==> src/hdl/apv_pkg.sv <==
package apv_pkg;

   localparam int LENGTH_LIMIT = 4095;
   localparam int MAX_LEN_W    = 12;
   // Count saturates at LENGTH_LIMIT + 1, so it needs room for that value.
   localparam int COUNT_W      = $clog2(LENGTH_LIMIT + 2);
   localparam int CMP_W        = (COUNT_W > MAX_LEN_W) ? COUNT_W : MAX_LEN_W;
   localparam int CP_W         = 21;

   localparam logic [7:0] CHAR_NUL   = 8'h00;
   localparam logic [7:0] CHAR_LF    = 8'h0a;
   localparam logic [7:0] CHAR_CR    = 8'h0d;
   localparam logic [7:0] CHAR_SLASH = 8'h2f;
   localparam logic [7:0] CHAR_DOT   = 8'h2e;

   localparam logic [7:0] LEAD2_LO = 8'hc2;
   localparam logic [7:0] LEAD2_HI = 8'hdf;
   localparam logic [7:0] LEAD3_LO = 8'he0;
   localparam logic [7:0] LEAD3_HI = 8'hef;
   localparam logic [7:0] LEAD4_LO = 8'hf0;
   localparam logic [7:0] LEAD4_HI = 8'hf4;
   localparam logic [1:0] CONT_TAG = 2'b10;

   localparam logic [1:0] CLASS_2B = 2'd1;
   localparam logic [1:0] CLASS_3B = 2'd2;
   localparam logic [1:0] CLASS_4B = 2'd3;

   localparam logic [CP_W-1:0] FLOOR_2B  = 21'h00080;
   localparam logic [CP_W-1:0] FLOOR_3B  = 21'h00800;
   localparam logic [CP_W-1:0] FLOOR_4B  = 21'h10000;
   localparam logic [CP_W-1:0] CP_MAX    = 21'h10ffff;
   localparam logic [CP_W-1:0] SURR_LO   = 21'h0d800;
   localparam logic [CP_W-1:0] SURR_HI   = 21'h0dfff;

   localparam logic [MAX_LEN_W-1:0] MAX_LEN_RESET = 12'd4095;

   typedef struct packed {
      logic [COUNT_W-1:0] bytes_seen;
      logic               rejected;
      logic [1:0]         cont_left;
      logic [CP_W-1:0]    cp_acc;
      logic [1:0]         ovl_class;
      logic [1:0]         seg_len;
      logic               seg_dots;
   } apv_state_type;

   localparam apv_state_type STATE_CLEAR = '{
      bytes_seen: '0, rejected: 1'b0, cont_left: 2'd0, cp_acc: '0,
      ovl_class: 2'd0, seg_len: 2'd0, seg_dots: 1'b1
   };

endpackage

==> src/hdl/apv_step.sv <==
module apv_step (
   input  apv_pkg::apv_state_type           cur,
   input  logic [7:0]                       path_byte,
   input  logic                             final_byte,
   input  logic [apv_pkg::MAX_LEN_W-1:0]    max_length,
   output apv_pkg::apv_state_type           nxt,
   output logic                             path_ok
);
   import apv_pkg::*;

   apv_state_type         s;
   logic [CP_W-1:0]       cp_floor;
   logic [CP_W-1:0]       acc_shift;
   logic [CMP_W-1:0]      limit_w;
   logic [CMP_W-1:0]      count_w;
   logic                  seg_bad_cur;
   logic                  seg_bad_new;

   assign acc_shift   = {cur.cp_acc[CP_W-7:0], path_byte[5:0]};
   assign seg_bad_cur = (cur.seg_len == 2'd0) || (cur.seg_dots && cur.seg_len <= 2'd2);

   always_comb begin
      case (cur.ovl_class)
         CLASS_2B: cp_floor = FLOOR_2B;
         CLASS_3B: cp_floor = FLOOR_3B;
         default:  cp_floor = FLOOR_4B;
      endcase
   end

   always_comb begin
      limit_w = CMP_W'(max_length);
      if (limit_w > CMP_W'(LENGTH_LIMIT)) begin
         limit_w = CMP_W'(LENGTH_LIMIT);
      end
   end

   always_comb begin
      s = cur;
      if (cur.cont_left != 2'd0) begin
         if (path_byte[7:6] != CONT_TAG) begin
            s.rejected  = 1'b1;
            s.cont_left = 2'd0;
         end else begin
            s.cp_acc    = acc_shift;
            s.cont_left = cur.cont_left - 2'd1;
            if (cur.cont_left == 2'd1) begin
               if (acc_shift < cp_floor || acc_shift > CP_MAX ||
                   (acc_shift >= SURR_LO && acc_shift <= SURR_HI)) begin
                  s.rejected = 1'b1;
               end
            end
         end
      end else begin
         if (cur.bytes_seen == '0 && path_byte != CHAR_SLASH) begin
            s.rejected = 1'b1;
         end
         if (path_byte == CHAR_NUL || path_byte == CHAR_CR || path_byte == CHAR_LF) begin
            s.rejected = 1'b1;
         end
         if (path_byte == CHAR_SLASH) begin
            if (cur.bytes_seen != '0 && seg_bad_cur) begin
               s.rejected = 1'b1;
            end
            s.seg_len  = 2'd0;
            s.seg_dots = 1'b1;
         end else begin
            if (cur.seg_len != 2'd3) begin
               s.seg_len = cur.seg_len + 2'd1;
            end
            if (path_byte != CHAR_DOT) begin
               s.seg_dots = 1'b0;
            end
            if (path_byte[7]) begin
               if (path_byte >= LEAD2_LO && path_byte <= LEAD2_HI) begin
                  s.cont_left = 2'd1;
                  s.cp_acc    = CP_W'(path_byte[4:0]);
                  s.ovl_class = CLASS_2B;
               end else if (path_byte >= LEAD3_LO && path_byte <= LEAD3_HI) begin
                  s.cont_left = 2'd2;
                  s.cp_acc    = CP_W'(path_byte[3:0]);
                  s.ovl_class = CLASS_3B;
               end else if (path_byte >= LEAD4_LO && path_byte <= LEAD4_HI) begin
                  s.cont_left = 2'd3;
                  s.cp_acc    = CP_W'(path_byte[2:0]);
                  s.ovl_class = CLASS_4B;
               end else begin
                  s.rejected = 1'b1;
               end
            end
         end
      end
      // saturate the byte count one past the hard limit
      if (cur.bytes_seen <= COUNT_W'(LENGTH_LIMIT)) begin
         s.bytes_seen = cur.bytes_seen + COUNT_W'(1);
      end
   end

   assign count_w     = CMP_W'(s.bytes_seen);
   assign seg_bad_new = (s.seg_len == 2'd0) || (s.seg_dots && s.seg_len <= 2'd2);

   always_comb begin
      nxt = s;
      if (count_w > limit_w) begin
         nxt.rejected = 1'b1;
      end
      path_ok = !nxt.rejected && (count_w >= CMP_W'(2)) && (path_byte != CHAR_SLASH) &&
                (nxt.cont_left == 2'd0) && !seg_bad_new;
      if (final_byte) begin
         nxt = STATE_CLEAR;
      end
   end

endmodule

==> src/hdl/apv_out.sv <==
module apv_out (
   input  logic clock,
   input  logic reset,
   input  logic load,
   input  logic load_ok,
   output logic full,
   input  logic take,
   output logic path_ok
);
   import apv_pkg::*;

   logic valid_ff, valid_in;
   logic ok_ff, ok_in;

   always_comb begin
      valid_in = valid_ff;
      ok_in    = ok_ff;
      if (take) begin
         valid_in = 1'b0;
      end
      if (load) begin
         valid_in = 1'b1;
         ok_in    = load_ok;
      end
   end

   always_ff @(posedge clock) begin
      if (reset) begin
         valid_ff <= 1'b0;
      end else begin
         valid_ff <= valid_in;
      end
      ok_ff <= ok_in;
   end

   assign full    = valid_ff;
   assign path_ok = ok_ff;

endmodule

==> src/hdl/absolute_path_utf8_validator.sv <==
// Channel  Direction  Word fields (low bit first)       Handshake
// req      in         tdata[7:0] path_byte, tlast final  tvalid/tready
// rsp      out        tdata[0] path_ok, [7:1] zero       tvalid/tready
// csr      in         wdata[11:0] max_length             we, no wait
//
// One byte per cycle sustained unless a final byte waits on a held verdict; a
// verdict turns valid once its final byte leaves the input register and loads it.
// Bytes pass an input register, then combinational path and UTF-8 update logic
// writes the running state and, on the final byte, the verdict register.
// Synchronous reset empties both registers, clears the path state and sets
// max_length to 4095. Only a final byte waits on a full verdict register;
// other bytes keep flowing while a verdict is held.
module absolute_path_utf8_validator (
   input  logic                           clock,
   input  logic                           reset,
   input  logic                           req_tvalid,
   output logic                           req_tready,
   input  logic [7:0]                     req_tdata,  // [7:0] path_byte
   input  logic                           req_tlast,  // final_byte
   output logic                           rsp_tvalid,
   input  logic                           rsp_tready,
   output logic [7:0]                     rsp_tdata,  // [0] path_ok, [7:1] zero
   input  logic                           csr_we,
   input  logic [apv_pkg::MAX_LEN_W-1:0]  csr_wdata   // max_length
);
   import apv_pkg::*;

   // configuration register
   logic [MAX_LEN_W-1:0] max_len_ff, max_len_in;

   // input register
   logic       in_valid_ff, in_valid_in;
   logic [7:0] in_byte_ff, in_byte_in;
   logic       in_last_ff, in_last_in;

   // running path state
   apv_state_type st_ff, st_in, st_next;

   logic step_ok;
   logic out_full;
   logic advance;
   logic req_fire;

   assign max_len_in = csr_we ? csr_wdata : max_len_ff;

   // advance the held word unless it is a final byte blocked by a waiting verdict
   assign advance    = in_valid_ff && (!in_last_ff || !out_full || rsp_tready);
   assign req_tready = !in_valid_ff || advance;
   assign req_fire   = req_tvalid && req_tready;

   always_comb begin
      in_valid_in = in_valid_ff;
      in_byte_in  = in_byte_ff;
      in_last_in  = in_last_ff;
      if (advance) begin
         in_valid_in = 1'b0;
      end
      if (req_fire) begin
         in_valid_in = 1'b1;
         in_byte_in  = req_tdata;
         in_last_in  = req_tlast;
      end
   end

   apv_step u_step (
      .cur        (st_ff),
      .path_byte  (in_byte_ff),
      .final_byte (in_last_ff),
      .max_length (max_len_ff),
      .nxt        (st_next),
      .path_ok    (step_ok)
   );

   // hold state between words; step logic clears it after a final byte
   assign st_in = advance ? st_next : st_ff;

   always_ff @(posedge clock) begin
      if (reset) begin
         max_len_ff  <= MAX_LEN_RESET;
         in_valid_ff <= 1'b0;
         st_ff       <= STATE_CLEAR;
      end else begin
         max_len_ff  <= max_len_in;
         in_valid_ff <= in_valid_in;
         st_ff       <= st_in;
      end
      in_byte_ff <= in_byte_in;
      in_last_ff <= in_last_in;
   end

   logic rsp_ok;

   apv_out u_out (
      .clock   (clock),
      .reset   (reset),
      .load    (advance && in_last_ff),
      .load_ok (step_ok),
      .full    (out_full),
      .take    (rsp_tready),
      .path_ok (rsp_ok)
   );

   assign rsp_tvalid = out_full;
   assign rsp_tdata  = {7'd0, rsp_ok};

endmodule
==> config.mk <==
export PLATFORM = sky130hd
export DESIGN_NAME = absolute_path_utf8_validator
export DESIGN_NICKNAME = d
export VERILOG_FILES = /design/src/hdl/apv_pkg.sv /design/src/hdl/apv_step.sv /design/src/hdl/apv_out.sv /design/src/hdl/absolute_path_utf8_validator.sv
export SDC_FILE = /design/constraint.sdc
export NUM_CORES = 1
export LEC_CHECK = 0
export BUFFER_PORTS_ARGS = -buffer_cell sky130_fd_sc_hd__buf_2
export CAP_MARGIN = 20
export CORE_MARGIN = 2
export CORE_UTILIZATION = 53
export CTS_CLUSTER_DIAMETER = 60
export DETAILED_ROUTE_END_ITERATION = 7
export PLACE_DENSITY = 0.74
export SLEW_MARGIN = 10
export SYNTH_ARGS = -nofsm -noshare
export SYNTH_HDL_FRONTEND = slang
export SYNTH_HIERARCHICAL = 1
export SYNTH_SLANG_ARGS = --single-unit
export TNS_END_PERCENT = 5
==> constraint.sdc <==
create_clock -name clock -period 4.25 [get_ports clock]
set_input_delay 0.2125 -clock clock [delete_from_list [all_inputs] [get_ports clock]]
set_output_delay 0.2125 -clock clock [all_outputs]
set_load 0.005 [all_outputs]
==> results.toml <==
[clocking]
ctsHoldBuffers = 0
post_cts_resize_count = 0
htree_num_levels = 3
post_cts_setup_inserts = 0
clk_pin_slew_ps = 70
cts_sinks = 60
cts.path.max_buffers = 2
cts_inserted_buffers = 9
clk_root_buffer_cell = "clkbuf_8"
cts_tree = "done"
clock_insertion_delay_worst_skew_ps = 320

[layout]
share_of_final_layout_standard_cells_stronger_than_drive_strength_1_pct = 11.2
layout_common_cells = "nand2b_1, dfxtp_1, mux2i_1, nor2_1"
final_cells = 613
num_antenna_cells = 0
mostFrequentLayoutCell = "nand2b_1"
syn2layout_area_growth_pct = 5.83
final_util_pct = 58.5
finish.net_count = 550

[global_route]
track_usage_pct = 22.0
global_route.overflow_total = 0
antenna_violations_before_repair = 0
grt_pass1_vias = 3250
grt_pass1_wl_um = 15600
grt_start_max_net_pins = 87

[synthesis]
cell_area_synth_sq_um = 4290
syn_area_per_cell_sq_um = 8.52
ys_warn_count = 6
number_of_instances_in_the_synthesized_netlist = 504

[sta]
setup-violations-final = 0
final_hold_viol_count = 0
timing.fmax_ghz = 0.280
finalCritPeriodShare_pct = 84.2
min_period_ps = 3580
timing.setup.tns_ps = 0
maxSlewHeadroom_pct = 52.5
rsz0062_at_grt = "false"
tightest_slew_ps = 710
final.setup_skew_ps = 9.01
maxSlewViolCount = 0

[route]
wirelength_um = 9200
detailedRoute.firstIterationViolations = 278
drc_errors = 0
route.vias.total = 3516
routedWlPerCell_um = 15.0
avgViaCountPerCell = 5.74
detailedRoute.firstPassIterationCount = 5
remaining_antenna_violation_count_after_routing = 0

[pwr]
static-leakage-power_uw = 0.00182
ir_worst_vdd_uv = 268
power_density_nw_per_um2 = 280

[die]
effective_utilization_at_floorplan_pct = 55.3
chipWidth_um = 94.0
core_sq_um = 7770
die_h_um = 94.0
floorplan.io_pins = 36
placement_rows = 32
die-area_sq_um = 8830

[worst_setup_path]
crit_family = "compound AO/OA/AOI/OAI gates"
timing.critical_path.fanout_max = 8
worst_setup_path_end_kind = "flip-flop"
worstPathArrival_ps = 3760
crit_type = "reg2reg"
worst_setup_path_start_kind = "flip-flop"
critical_path.max_stage_delay_ps = 460
cp.required_ps = 4430
cpMaxStageDelayCell = "dfxtp_1"
cp_num_buf_inv = 0
critical_path.cell_chain = "ha_1 -> nand2b_1 -> nor3_2 -> and3_1 -> xor2_1 -> ha_1 -> a21o_1 -> a21oi_1 -> nand3b_1 -> a211oi_1 -> o22ai_1 -> a22o_1 -> nor2b_1 -> nand2b_1 -> mux2i_1"

[flow_run]
count_of_max_cap_constraint_violations = 0

[min_path]
path_type_of_the_worst_min_delay_path = "in2reg"

[placed_design]
buffer_ports.inserted = 28
last_weighted_congestion_value_of_the_routability_driven_placer = 1.00
dpl.hpwl_um = 6390
placed_cells_incl_taps = 597

[outcome]
run_status = "finished, final reports clean"
-- power by group --
part	total [uW]	internal [uW]	switching, uW
Combinational	141	66.8	74.2
Clock	512	300	212
Sequential	617	596	21.0
-- area by class of cell --
type                            instances  area (sq um)
Fill cell                             718          3230
Timing Repair Buffer                   32           183
Clock buffer                           13           159
Sequential cell                        60          1300
Clock inverter                          2          35.0
Tap cell                              102           128
Multi-Input combinational cell        376          2630
Inverter                               28           105
-- routing by layer --
| layer | up-vias | part of all wire (%) | track usage [%] |
|---|---|---|---|
| li1 | 1748 | - | - |
| met3 | 8 | 5.0 | 3.29 |
| met2 | 114 | 45 | 32.4 |
| met1 | 1646 | 49 | 32.6 |
| met5 | - | 0 | 0 |
| met4 | 0 | 1.0 | 7.61 |
-- state kept, by name, summed over array words and instances (netlist names) --
signal and cells:
in_byte_ff 8, in_last_ff 1, u_out/full 1, in_valid_ff 1
max_len_ff 12, u_out/path_ok 1, st_ff 36
-- path summary, 6_finish.rpt --
kind	cells after the start	slack, ps	start	endpoint
worst min register to register	2	500	st_ff[5]$_SDFFE_PP0P_	st_ff[5]$_SDFFE_PP0P_
worst min-delay path	1	60	req_tdata[2]	in_byte_ff[2]$_DFFE_PP_
worst max register to register	15	670	st_ff[30]$_SDFFE_PP0P_	st_ff[28]$_SDFFE_PP0P_
worst max-delay path	15	670	st_ff[30]$_SDFFE_PP0P_	st_ff[28]$_SDFFE_PP0P_
-- stage by stage --
step | hold slack [ps] | power [uW] | instance area [sq um] | setup WS (ps)
floorplan | 275 | 741 | 4310 | 1300
global placement | 390 | 763 | 4330 | 916
detailed placement | 391 | 767 | 4330 | 797
CTS | 42.5 | 1280 | 4520 | 753
global route | 36.0 | 1320 | 4540 | 391
finish | 59.4 | 1270 | 4540 | 672
No activity file was read; power rests on OpenSTA's default activity.
